## src/design/iil_pkg.sv

```systemverilog
// Package for the indexed insert list.
// Holds the request and status codes and the per-cell operation struct.
// No dependencies.
package iil_pkg;

    // Request codes carried on the mode field.
    typedef enum logic [1:0] {
        MODE_INSERT  = 2'd0,
        MODE_POP     = 2'd1,
        MODE_OBSERVE = 2'd2
    } mode_t;

    // Result status codes.
    typedef enum logic [1:0] {
        STATUS_OK   = 2'd0,
        STATUS_BAD  = 2'd1,
        STATUS_FULL = 2'd2
    } status_t;

    // Operation broadcast to every cell for the accepted transaction.
    typedef struct packed {
        logic insert_go;
        logic pop_go;
    } cell_op_t;

endpackage

```

## src/design/indexed_insert_list.sv

```systemverilog
// Top level of the indexed insert list: control, cell chain and output register.
// Depends on iil_pkg and iil_cell.
//
// An ordered list of up to CAPACITY words held in a chain of cells, entry n in
// cell n. Each transaction is an insert at a position, a pop from the front or
// an observe at a position, and gives exactly one result carrying the word (for
// pop and observe), a status and the entry count after the operation. A
// request is handled by every cell in parallel, each deciding whether to load,
// shift or hold, and the result is captured in the output register at the same
// edge. One transaction is accepted per cycle as long as the result register is
// empty or being drained in that cycle; a stalled result holds off new input.
// Reset empties the list; cell contents are not cleared.
module indexed_insert_list #(
    parameter int CAPACITY  = 16,
    parameter int WORD_BITS = 32
) (
    input  logic        clk,
    input  logic        rst_n,
    input  logic        in_valid,
    output logic        in_ready,
    input  logic [1:0]  mode,
    input  logic [4:0]  position,
    input  logic [31:0] data_in,
    output logic        out_valid,
    input  logic        out_ready,
    output logic [31:0] data_out,
    output logic [1:0]  status,
    output logic [4:0]  entry_count
);
    import iil_pkg::*;

    localparam int CW = $clog2(CAPACITY + 1);
    localparam int PW = (CW > 5) ? CW : 5;
    localparam logic [CW-1:0] CAP = CW'(CAPACITY);

    logic                 in_fire;
    logic [CW-1:0]        count_reg;
    logic [CW-1:0]        count_next;
    logic                 out_valid_reg;
    logic                 out_valid_next;
    logic [31:0]          data_out_reg;
    logic [31:0]          data_out_next;
    status_t              status_reg;
    status_t              status_next;
    logic [4:0]           entry_count_reg;
    logic [4:0]           entry_count_next;
    cell_op_t             op;
    logic [PW-1:0]        pos_ext;
    logic [PW-1:0]        count_ext;
    logic [WORD_BITS-1:0] load_word;
    logic [WORD_BITS-1:0] cell_word [CAPACITY];
    logic [WORD_BITS-1:0] cell_read [CAPACITY];
    logic [WORD_BITS-1:0] read_bus;

    assign in_ready  = !out_valid_reg || out_ready;
    assign in_fire   = in_valid && in_ready;
    assign pos_ext   = PW'(position);
    assign count_ext = PW'(count_reg);
    assign load_word = WORD_BITS'(data_in);

    // Request decode, result and count update.
    always_comb
    begin
        op               = '0;
        count_next       = count_reg;
        data_out_next    = data_out_reg;
        status_next      = status_reg;
        entry_count_next = entry_count_reg;
        out_valid_next   = out_valid_reg && !out_ready;
        if (in_fire) begin
            out_valid_next = 1'b1;
            data_out_next  = '0;
            status_next    = STATUS_BAD;
            case (mode_t'(mode))
                MODE_INSERT:
                begin
                    if (pos_ext > count_ext) begin
                        status_next = STATUS_BAD;
                    end else if (count_reg >= CAP) begin
                        status_next = STATUS_FULL;
                    end else begin
                        op.insert_go = 1'b1;
                        count_next   = count_reg + CW'(1);
                        status_next  = STATUS_OK;
                    end
                end
                MODE_POP:
                begin
                    if (count_reg != '0) begin
                        op.pop_go     = 1'b1;
                        count_next    = count_reg - CW'(1);
                        data_out_next = 32'(cell_word[0]);
                        status_next   = STATUS_OK;
                    end
                end
                MODE_OBSERVE:
                begin
                    if (pos_ext < count_ext) begin
                        data_out_next = 32'(read_bus);
                        status_next   = STATUS_OK;
                    end
                end
                default:
                begin
                    status_next = STATUS_BAD;
                end
            endcase
            entry_count_next = 5'(count_next);
        end
    end

    // Control state.
    always_ff @(posedge clk or negedge rst_n)
    begin
        if (!rst_n) begin
            count_reg     <= '0;
            out_valid_reg <= 1'b0;
        end else begin
            count_reg     <= count_next;
            out_valid_reg <= out_valid_next;
        end
    end

    // Result payload.
    always_ff @(posedge clk)
    begin
        data_out_reg    <= data_out_next;
        status_reg      <= status_next;
        entry_count_reg <= entry_count_next;
    end

    // The chain of cells; each takes its neighbours' words.
    for (genvar i = 0; i < CAPACITY; i++) begin : g_cell
        logic [WORD_BITS-1:0] left_word;
        logic [WORD_BITS-1:0] right_word;

        if (i == 0) begin : g_first
            assign left_word = load_word;
        end else begin : g_mid
            assign left_word = cell_word[i-1];
        end

        if (i == CAPACITY - 1) begin : g_last
            assign right_word = '0;
        end else begin : g_inner
            assign right_word = cell_word[i+1];
        end

        iil_cell #(
            .INDEX     (i),
            .WORD_BITS (WORD_BITS),
            .PW        (PW)
        ) u_cell (
            .clk        (clk),
            .op         (op),
            .pos        (pos_ext),
            .count      (count_ext),
            .load_word  (load_word),
            .left_word  (left_word),
            .right_word (right_word),
            .word       (cell_word[i]),
            .read_word  (cell_read[i])
        );
    end

    // Combine the read bus; at most one cell drives a non-zero word.
    always_comb
    begin
        read_bus = '0;
        for (int k = 0; k < CAPACITY; k++) begin
            read_bus = read_bus | cell_read[k];
        end
    end

    assign out_valid   = out_valid_reg;
    assign data_out    = data_out_reg;
    assign status      = status_reg;
    assign entry_count = entry_count_reg;

`ifndef SYNTHESIS
    a_count_bound: assert property (@(posedge clk) disable iff (!rst_n)
        count_reg <= CAP)
        else $error("entry count exceeds capacity");

    a_insert_grows: assert property (@(posedge clk) disable iff (!rst_n)
        op.insert_go |=> count_reg == $past(count_reg) + CW'(1))
        else $error("successful insert did not add one entry");

    a_pop_shrinks: assert property (@(posedge clk) disable iff (!rst_n)
        op.pop_go |=> count_reg == $past(count_reg) - CW'(1))
        else $error("successful pop did not remove one entry");

    a_full_only_at_capacity: assert property (@(posedge clk) disable iff (!rst_n)
        (in_fire && (status_next == STATUS_FULL)) |-> (count_reg == CAP))
        else $error("full status reported below capacity");

    a_error_zero_data: assert property (@(posedge clk) disable iff (!rst_n)
        (out_valid_reg && (status_reg != STATUS_OK)) |-> (data_out_reg == '0))
        else $error("error result carries non-zero data");
`endif

endmodule

```

## src/design/iil_cell.sv

```systemverilog
// One storage cell of the indexed insert list chain.
// Depends on iil_pkg for the broadcast operation struct.
module iil_cell #(
    parameter int INDEX     = 0,
    parameter int WORD_BITS = 32,
    parameter int PW        = 5
) (
    input  logic                   clk,
    input  iil_pkg::cell_op_t      op,
    input  logic [PW-1:0]          pos,
    input  logic [PW-1:0]          count,
    input  logic [WORD_BITS-1:0]   load_word,
    input  logic [WORD_BITS-1:0]   left_word,
    input  logic [WORD_BITS-1:0]   right_word,
    output logic [WORD_BITS-1:0]   word,
    output logic [WORD_BITS-1:0]   read_word
);
    import iil_pkg::*;

    localparam logic [PW-1:0] IDX      = PW'(INDEX);
    localparam logic [PW-1:0] NEXT_IDX = PW'(INDEX + 1);

    logic [WORD_BITS-1:0] word_reg;
    logic [WORD_BITS-1:0] word_next;

    // Local decision: load, take from the front neighbour, take from the
    // back neighbour, or hold.
    always_comb
    begin
        word_next = word_reg;
        if (op.insert_go) begin
            if (IDX == pos) begin
                word_next = load_word;
            end else if ((IDX > pos) && (IDX <= count)) begin
                word_next = left_word;
            end
        end else if (op.pop_go) begin
            if (NEXT_IDX < count) begin
                word_next = right_word;
            end
        end
    end

    // Payload register, no reset needed.
    always_ff @(posedge clk)
    begin
        word_reg <= word_next;
    end

    assign word      = word_reg;
    // Drive the shared read bus only when this cell is addressed.
    assign read_word = (IDX == pos) ? word_reg : '0;

endmodule

```

## config.mk

```make
export PLATFORM = sky130hd
export DESIGN_NAME = indexed_insert_list
export DESIGN_NICKNAME = d
export VERILOG_FILES = /design/src/design/iil_pkg.sv /design/src/design/indexed_insert_list.sv /design/src/design/iil_cell.sv
export SDC_FILE = /design/constraint.sdc
export NUM_CORES = 1
export LEC_CHECK = 0
export BUFFER_PORTS_ARGS = -buffer_cell sky130_fd_sc_hd__clkbuf_2
export CAP_MARGIN = 15
export CELL_PAD_IN_SITES_DETAIL_PLACEMENT = 1
export CELL_PAD_IN_SITES_GLOBAL_PLACEMENT = 2
export CORE_ASPECT_RATIO = 0.7
export CORE_UTILIZATION = 35
export CTS_CLUSTER_DIAMETER = 60
export DETAILED_ROUTE_END_ITERATION = 10
export HOLD_SLACK_MARGIN = 0.02
export PLACE_DENSITY = 0.8
export REMOVE_ABC_BUFFERS = 1
export SYNTH_ARGS = -nofsm -noshare
export SYNTH_HDL_FRONTEND = slang
export SYNTH_SLANG_ARGS = --single-unit
```

## constraint.sdc

```tcl
create_clock -name clk -period 6.3 [get_ports clk]
set_clock_uncertainty 0.15 [all_clocks]
set_input_delay 0.315 -clock clk [delete_from_list [all_inputs] [get_ports clk]]
set_output_delay 0.315 -clock clk [all_outputs]
set_load 0.02 [all_outputs]
```

==> out/results.tsv, run 1 <==
stage	metric	value	unit
clock_network	Setup Fix Bufs, Post-CTS	0	
cells_and_area	commonest non-fill, non-tap cell in the layout	nand2_1	
routing	antenna-violating nets left	0	
critical_path	worst path required time	6.48	ns
routing	DRT Pass-1 Iters	6	
sta	Hold WS	0.05733	ns
clock_network	Reg clk slew, reported paths	0.06	ns
cells_and_area	# nets final	3322	
sta	Max Fclk	199.3	MHz
critical_path	Critical R2R Capture	g_cell[2].u_cell.word[28]$_DFFE_PP_	
floorplanning	die height	251.5	um
yosys	yosys warns	0	
place	placed cells	4362	
cells_and_area	final core occ	39.04	%
cells_and_area	final cell count without fillers	4476	
clock_network	CTS tree	yes	
power	sequential share of power	47.6	%
critical_path	R2R Path Start	count_ext[2]$_DFFE_PN0P_	
place	placed cell areas	32460	sq um
cells_and_area	most frequent cells in the layout	nand2_1 (936), edfxtp_1 (551), nor2_1 (463), a31oi_1 (418), a22o_1 (114)	
floorplanning	IO Count	84	
power	Pwr Total	9.719	mW
sta	Pins Over Slew Limit	0	
place	IO Port Bufs	83	
critical_path	setup slack on the worst flop-to-flop path	1.28	ns
yosys	Synth Cell Area	31120	sq um
min_path	worst hold path class	primary input to flop	
yosys	Primary FF master, synth	edfxtp_1	
critical_path	CP Launch Type	flop	
power	Gate power share	15.6	%
power	P_sw	2.927	mW
power	Pint	6.792	mW
cells_and_area	post-route cell area	34360	sq um
critical_path	worst reg2reg path depth	9	
global_route	wire length of the first global-routing pass	195900	um
global_route	vias in the first global route	27690	
place	dpl hpwl	70900	um
yosys	register area share after synthesis	53.66	%
yosys	post-synth top area cell	edfxtp_1	
min_path	Hold Path End	status[0]$_DFFE_PP_	
power	Power Density	282.9	nW/um^2
yosys	Synth async-reset ratio	1.077	%
yosys	EDFF count, synth	551	
power	switching share of total power	30.12	%
clock_network	Sink Count	557	
yosys	Post-Syn Area per Cell	9.272	sq um
critical_path	critical path arrival	5.19	ns
routing	via count	28530	
outcome	status	complete, no violations	
clock_network	H-tree Lvls	2	
sta	RSZ-0062 raised after global routing	no	
yosys	top post-synthesis cells by area	edfxtp_1 (53%), nand2_1 (11%), a31oi_1 (8.4%)	
yosys	FF+latch count, synth	557	
power	P_leak	11.63	nW
floorplanning	Core Rows	91	
clock_network	CTS buffer count	59	
yosys	Post-Syn Instances	3356	
place	dpl ws	1.491	ns
sta	slew margin rel.	20.95	%
power	clock network power share	36.8	%
critical_path	critical path type	flop to flop	
yosys	Netlist cell types	65	
sta	Final setup viols	0	
critical_path	Crit Path Max Fanout	20	
global_route	largest net degree at the start of global routing	231	
sta	Setup WS post-layout	1.284	ns
sta	Final Cycle Share	79.62	%
job	Max-Cap Viols	0	
sta	Setup TNS Final	0	ns
clock_network	CTS Root Cell	clkbuf_16	
place	placer's final routability congestion estimate	0.8558	
min_path	hold path depth	3	
global_route	GRT Residual Overflow	0	
floorplanning	starting density of the core	35.36	%
cells_and_area	layout cells sized above 1	9.931	%
clock_network	CTS max path bufs	3	
cells_and_area	max FFs per register	512	
power	worst vdd ir	0.2322	mV
routing	post-DR wirelength/cell	30.15	um
routing	drt drc	0	
clock_network	later-pin clock latency in the skew report	0.66	ns
critical_path	element type at the critical path end	flop	
routing	Starting DRT DRC Count	4279	
global_route	initial antenna violation count	3	
global_route	gr usage total	29.47	%
floorplanning	die width	358.4	um
floorplanning	core area	88010	sq um
sta	final hold violations	0	
routing	WL final	134900	um
floorplanning	Die ar.	90120	sq um
cells_and_area	area added between synthesis and finish	10.42	%
min_path	hold path startpoint	mode[0]	
routing	via density per instance	6.375	
sta	Slew @ Worst Pin	1.183	ns
yosys	top-area cell type share of the netlist area	53.17	%
sta	crit path time final	5.016	ns
critical path, stage by stage, from the launching register on:
cell	delay, ns
dfrtp_1	0.80
inv_1	0.25
ha_1	0.33
and3_1	0.20
o21a_1	0.13
o21ai_0	0.35
nand3_1	0.57
or4_1	0.76
a21oi_4	0.73
buf_4	0.41
Yosys cell counts, types with 4 or more instances:
master / number
edfxtp_1: 551
o21ai_1: 8
nor2b_1: 4
o21ai_0: 21
nand2_1: 952
nor2_4: 4
a22oi_1: 71
nor4_1: 4
a221oi_1: 95
mux2_2: 33
dfrtp_1: 6
a22o_1: 114
nor3_1: 10
inv_1: 8
or3_1: 5
nor2_2: 6
or2_2: 4
nand4_1: 41
buf_4: 26
a21oi_1: 101
mux2i_1: 33
clkbuf_1: 113
nor2_1: 470
ha_1: 14
nand3_1: 9
a31oi_1: 418
nand2b_1: 6
buf_2: 168
worst max path at each step:
stage / endpoint / from / slack, ns
after floorplan: g_cell[0].u_cell.word[0]$_DFFE_PP_ / count_ext[2]$_DFFE_PN0P_ / -24.18
after global placement: g_cell[2].u_cell.word[21]$_DFFE_PP_ / count_ext[2]$_DFFE_PN0P_ / 1.53
after detailed placement: g_cell[2].u_cell.word[21]$_DFFE_PP_ / count_ext[2]$_DFFE_PN0P_ / 1.49
after CTS: g_cell[2].u_cell.word[2]$_DFFE_PP_ / count_ext[2]$_DFFE_PN0P_ / 1.41
after global routing: g_cell[2].u_cell.word[2]$_DFFE_PP_ / count_ext[2]$_DFFE_PN0P_ / 1.12
final: g_cell[2].u_cell.word[28]$_DFFE_PP_ / count_ext[2]$_DFFE_PN0P_ / 1.28
metal layers:
metal	vias up	track usage (%)	wire [um]
met3	290	4.926	13840
met4	4	9.009	4272
met1	14500	43.33	58430
met5	-	0	28
met2	1602	43.97	58370
li1	12140	-	-
logic make-up (layout without fill, tap and decap cells):
group / Yosys count / after routing / synth area share, %
AND/OR/NAND/NOR: 1534 / 1534 / 19.49
AO/OA/AOI/OAI: 860 / 860 / 19.03
flip-flops: 557 / 557 / 53.65
buffers and inverters: 323 / 280 / 4.958
multiplexers: 66 / 66 / 2.256
adder cells (fa/ha/maj): 14 / 14 / 0.5629
XOR/XNOR: 2 / 2 / 0.05630
other: 0 / 1 / 0
timing repair:
action,in CTS,in global routing
endpoints found under the hold margin,7,0
setup endpoints to repair,0,0
hold buffers,4,0
gates resized for setup,0,0
layout make-up:
class / instances / area, sq um
fillers: 10040 / 53650
flip-flops and latches: 557 / 16700
multi-input cells: 2476 / 13180
clock buffers: 81 / 1580
well taps: 1162 / 1454
repair buffers: 161 / 1131
clock inverters: 28 / 280.3
inverters: 10 / 38.79
diodes: 1 / 2.502
power groups by stage:
stage | sequential, mW | clock [mW] | combinational, mW
6_report | 4.62 | 3.58 | 1.52
5_1_grt | 4.65 | 3.74 | 1.63
4_1_cts | 4.62 | 3.62 | 1.49
3_5_place_dp | 4.69 | 0 | 1.48
3_3_place_gp | 4.69 | 0 | 1.45
2_1_floorplan | 4.68 | 0 | 1.12
No activity file was read; power rests on OpenSTA's default activity.
==> inputs of run 2 (changes only) <==
clock period = 4.75 ns   (was 6.3 ns; I/O delays follow)
==> run 2 against run 1 <==
Effect of this change:
- flip-flop and latch count unchanged
- non-clock buffer count up 90
- via count up 1.3%
- sequential share of layout area down 1.4 points
- final cell count up 2.0%
- largest power group unchanged
==> out/results.tsv, run 2 (same netlist as run 1, synthesis figures left out) <==
stage	metric	value	unit	change
outcome	status	complete, no violations		
min_path	Hold Path End	g_cell[15].u_cell.word[0]$_SDFFCE_PN0P_		
global_route	largest net degree at the start of global routing	102		-56%
min_path	hold path depth	3		unchanged
critical_path	Crit Path Max Fanout	101		+410%
cells_and_area	most frequent cells in the layout	nand2_1 (936), edfxtp_1 (551), nor2_1 (463), a31oi_1 (418), a22o_1 (114)		
power	P_leak	12.15	nW	+4.5%
cells_and_area	register area	16700	sq um	unchanged
clock_network	CTS tree	yes		
global_route	initial antenna violation count	2		-1
global_route	wire length of the first global-routing pass	198000	um	+1.1%
cells_and_area	layout cells sized above 1	11.63	%	+1.7 points
floorplanning	die height	251.5	um	unchanged
place	IO Port Bufs	83		unchanged
floorplanning	starting density of the core	35.36	%	unchanged
floorplanning	Die ar.	90120	sq um	unchanged
clock_network	H-tree Lvls	2		unchanged
critical_path	worst path required time	5.09	ns	-1.39 ns
cells_and_area	max FFs per register	512		unchanged
routing	WL final	135500	um	+0.39%
cells_and_area	area added between synthesis and finish	13.64	%	
clock_network	CTS buffer count	60		+1.7%
critical_path	setup slack on the worst flop-to-flop path	0.78	ns	-0.50 ns
job	Max-Cap Viols	0		unchanged
global_route	vias in the first global route	28020		+1.2%
place	dpl hpwl	77440	um	+9.2%
floorplanning	Core Rows	91		unchanged
sta	Pins Over Slew Limit	0		unchanged
routing	Starting DRT DRC Count	3795		-11%
routing	drt drc	0		unchanged
sta	Final Cycle Share	83.59	%	+4.0 points
critical_path	Critical R2R Capture	g_cell[13].u_cell.word[30]$_DFFE_PP_		
min_path	hold path startpoint	data_in[0]		
critical_path	element type at the critical path end	flop		
floorplanning	die width	358.4	um	unchanged
sta	RSZ-0062 raised after global routing	no		
critical_path	R2R Path Start	count_ext[0]$_DFFE_PN0P_		
sta	Hold WS	0.04755	ns	-0.009778 ns
cells_and_area	# nets final	3413		+2.7%
critical_path	critical path type	flop to flop		
critical_path	CP Launch Type	flop		
clock_network	CTS max path bufs	3		unchanged
clock_network	Setup Fix Bufs, Post-CTS	0		unchanged
place	placed cell areas	33260	sq um	+2.5%
power	Power Density	364.1	nW/um^2	+29%
routing	via count	28900		+1.3%
clock_network	Sink Count	557		unchanged
clock_network	CTS Root Cell	clkbuf_16		
critical_path	worst reg2reg path depth	9		unchanged
routing	post-DR wirelength/cell	29.66	um	-1.6%
routing	antenna-violating nets left	0		unchanged
clock_network	Reg clk slew, reported paths	0.06	ns	about the same
sta	Final setup viols	0		unchanged
global_route	GRT Residual Overflow	0		unchanged
sta	crit path time final	3.971	ns	-1.046 ns
cells_and_area	post-route cell area	35360	sq um	+2.9%
sta	final hold violations	0		unchanged
critical_path	critical path arrival	4.31	ns	-0.88 ns
global_route	gr usage total	29.65	%	+0.19 points
power	worst vdd ir	0.2666	mV	+15%
cells_and_area	Filler cells	10030		-0.060%
sta	Max Fclk	251.9	MHz	+26%
routing	DRT Pass-1 Iters	5		-1
sta	slew margin rel.	28.15	%	+7.2 points
cells_and_area	multi-input combinational cell area	13180	sq um	unchanged
clock_network	later-pin clock latency in the skew report	0.67	ns	about the same
cells_and_area	commonest non-fill, non-tap cell in the layout	nand2_1		
min_path	worst hold path class	primary input to flop		
floorplanning	core area	88010	sq um	unchanged
sta	Slew @ Worst Pin	1.075	ns	-0.1078 ns
routing	via density per instance	6.328		-0.74%
clock_network	post_cts resized	0		unchanged
place	placer's final routability congestion estimate	0.8370		-2.2%
sta	Setup TNS Final	0	ns	unchanged
floorplanning	IO Count	84		unchanged
==> run 2: final cells by class <==
class | count | share of cell area (%)
antenna | 1 | 0.007077
tap | 1162 | 4.112
sequential | 557 | 47.22
clock buffer | 74 | 4.455
clock inverter | 36 | 0.6900
timing repair buffer | 251 | 6.143
inverter | 10 | 0.1097
multi-input combinational | 2476 | 37.27
==> run 2: report_power, final <==
part	leakage [nW]	internal (mW)	switching (mW)
Combinational	6.19	0.667	1.49
Clock	0.888	2.50	2.13
Sequential	5.08	5.84	0.258
Total	12.2	9.00	3.88
==> run 2: repair_timing <==
| item | in CTS | in global routing |
|---|---|---|
| hold endpoints to repair | 160 | 0 |
| endpoints found under the setup margin | 0 | 0 |
| hold buffers | 28 | 0 |
==> run 2: metrics by stage <==
stage                     utilization (%)  instances  setup WS, ns  power, mW
final                               40.18       4567        0.7795      12.87
after global routing                40.18       4567        0.5523      13.27
after CTS                           40.17       4566        0.8667      12.87
after detailed placement            37.79       4428        0.8610      8.276
after global placement              37.79       4428        0.9626      8.234
after floorplan                         -       3043        -25.73      7.692
==> run 2: critical path, cell delays in order, from the launching register on <==
cell and delay [ns]:
dfrtp_1 0.67, inv_1 0.23, ha_1 0.34, o41ai_4 0.48
nand2_1 0.18, nor3_4 0.62, buf_12 0.43, buf_4 0.36
nor2_1 0.08, a21oi_1 0.18
==> run 2: how the worst max path moves through the flow <==
stage                                   startpoint                              endpoint  slack (ns)  cells after the start
after floorplan           count_ext[2]$_DFFE_PN0P_    g_cell[0].u_cell.word[0]$_DFFE_PP_      -25.73                      7
after global placement    count_ext[0]$_DFFE_PN0P_    g_cell[9].u_cell.word[9]$_DFFE_PP_        0.96                      8
after detailed placement  count_ext[0]$_DFFE_PN0P_  g_cell[13].u_cell.word[30]$_DFFE_PP_        0.86                      9
after CTS                 count_ext[0]$_DFFE_PN0P_  g_cell[13].u_cell.word[30]$_DFFE_PP_        0.87                      9
after global routing      count_ext[0]$_DFFE_PN0P_    g_cell[9].u_cell.word[9]$_DFFE_PP_        0.55                      9
final                     count_ext[0]$_DFFE_PN0P_  g_cell[13].u_cell.word[30]$_DFFE_PP_        0.78                      9
==> run 2: routing by layer <==
layer	global-route usage [%]	part of all wire, %
met5	0	0.0081
met4	8.888	3.0
met3	4.600	9.3
met2	44.64	44
met1	43.57	44
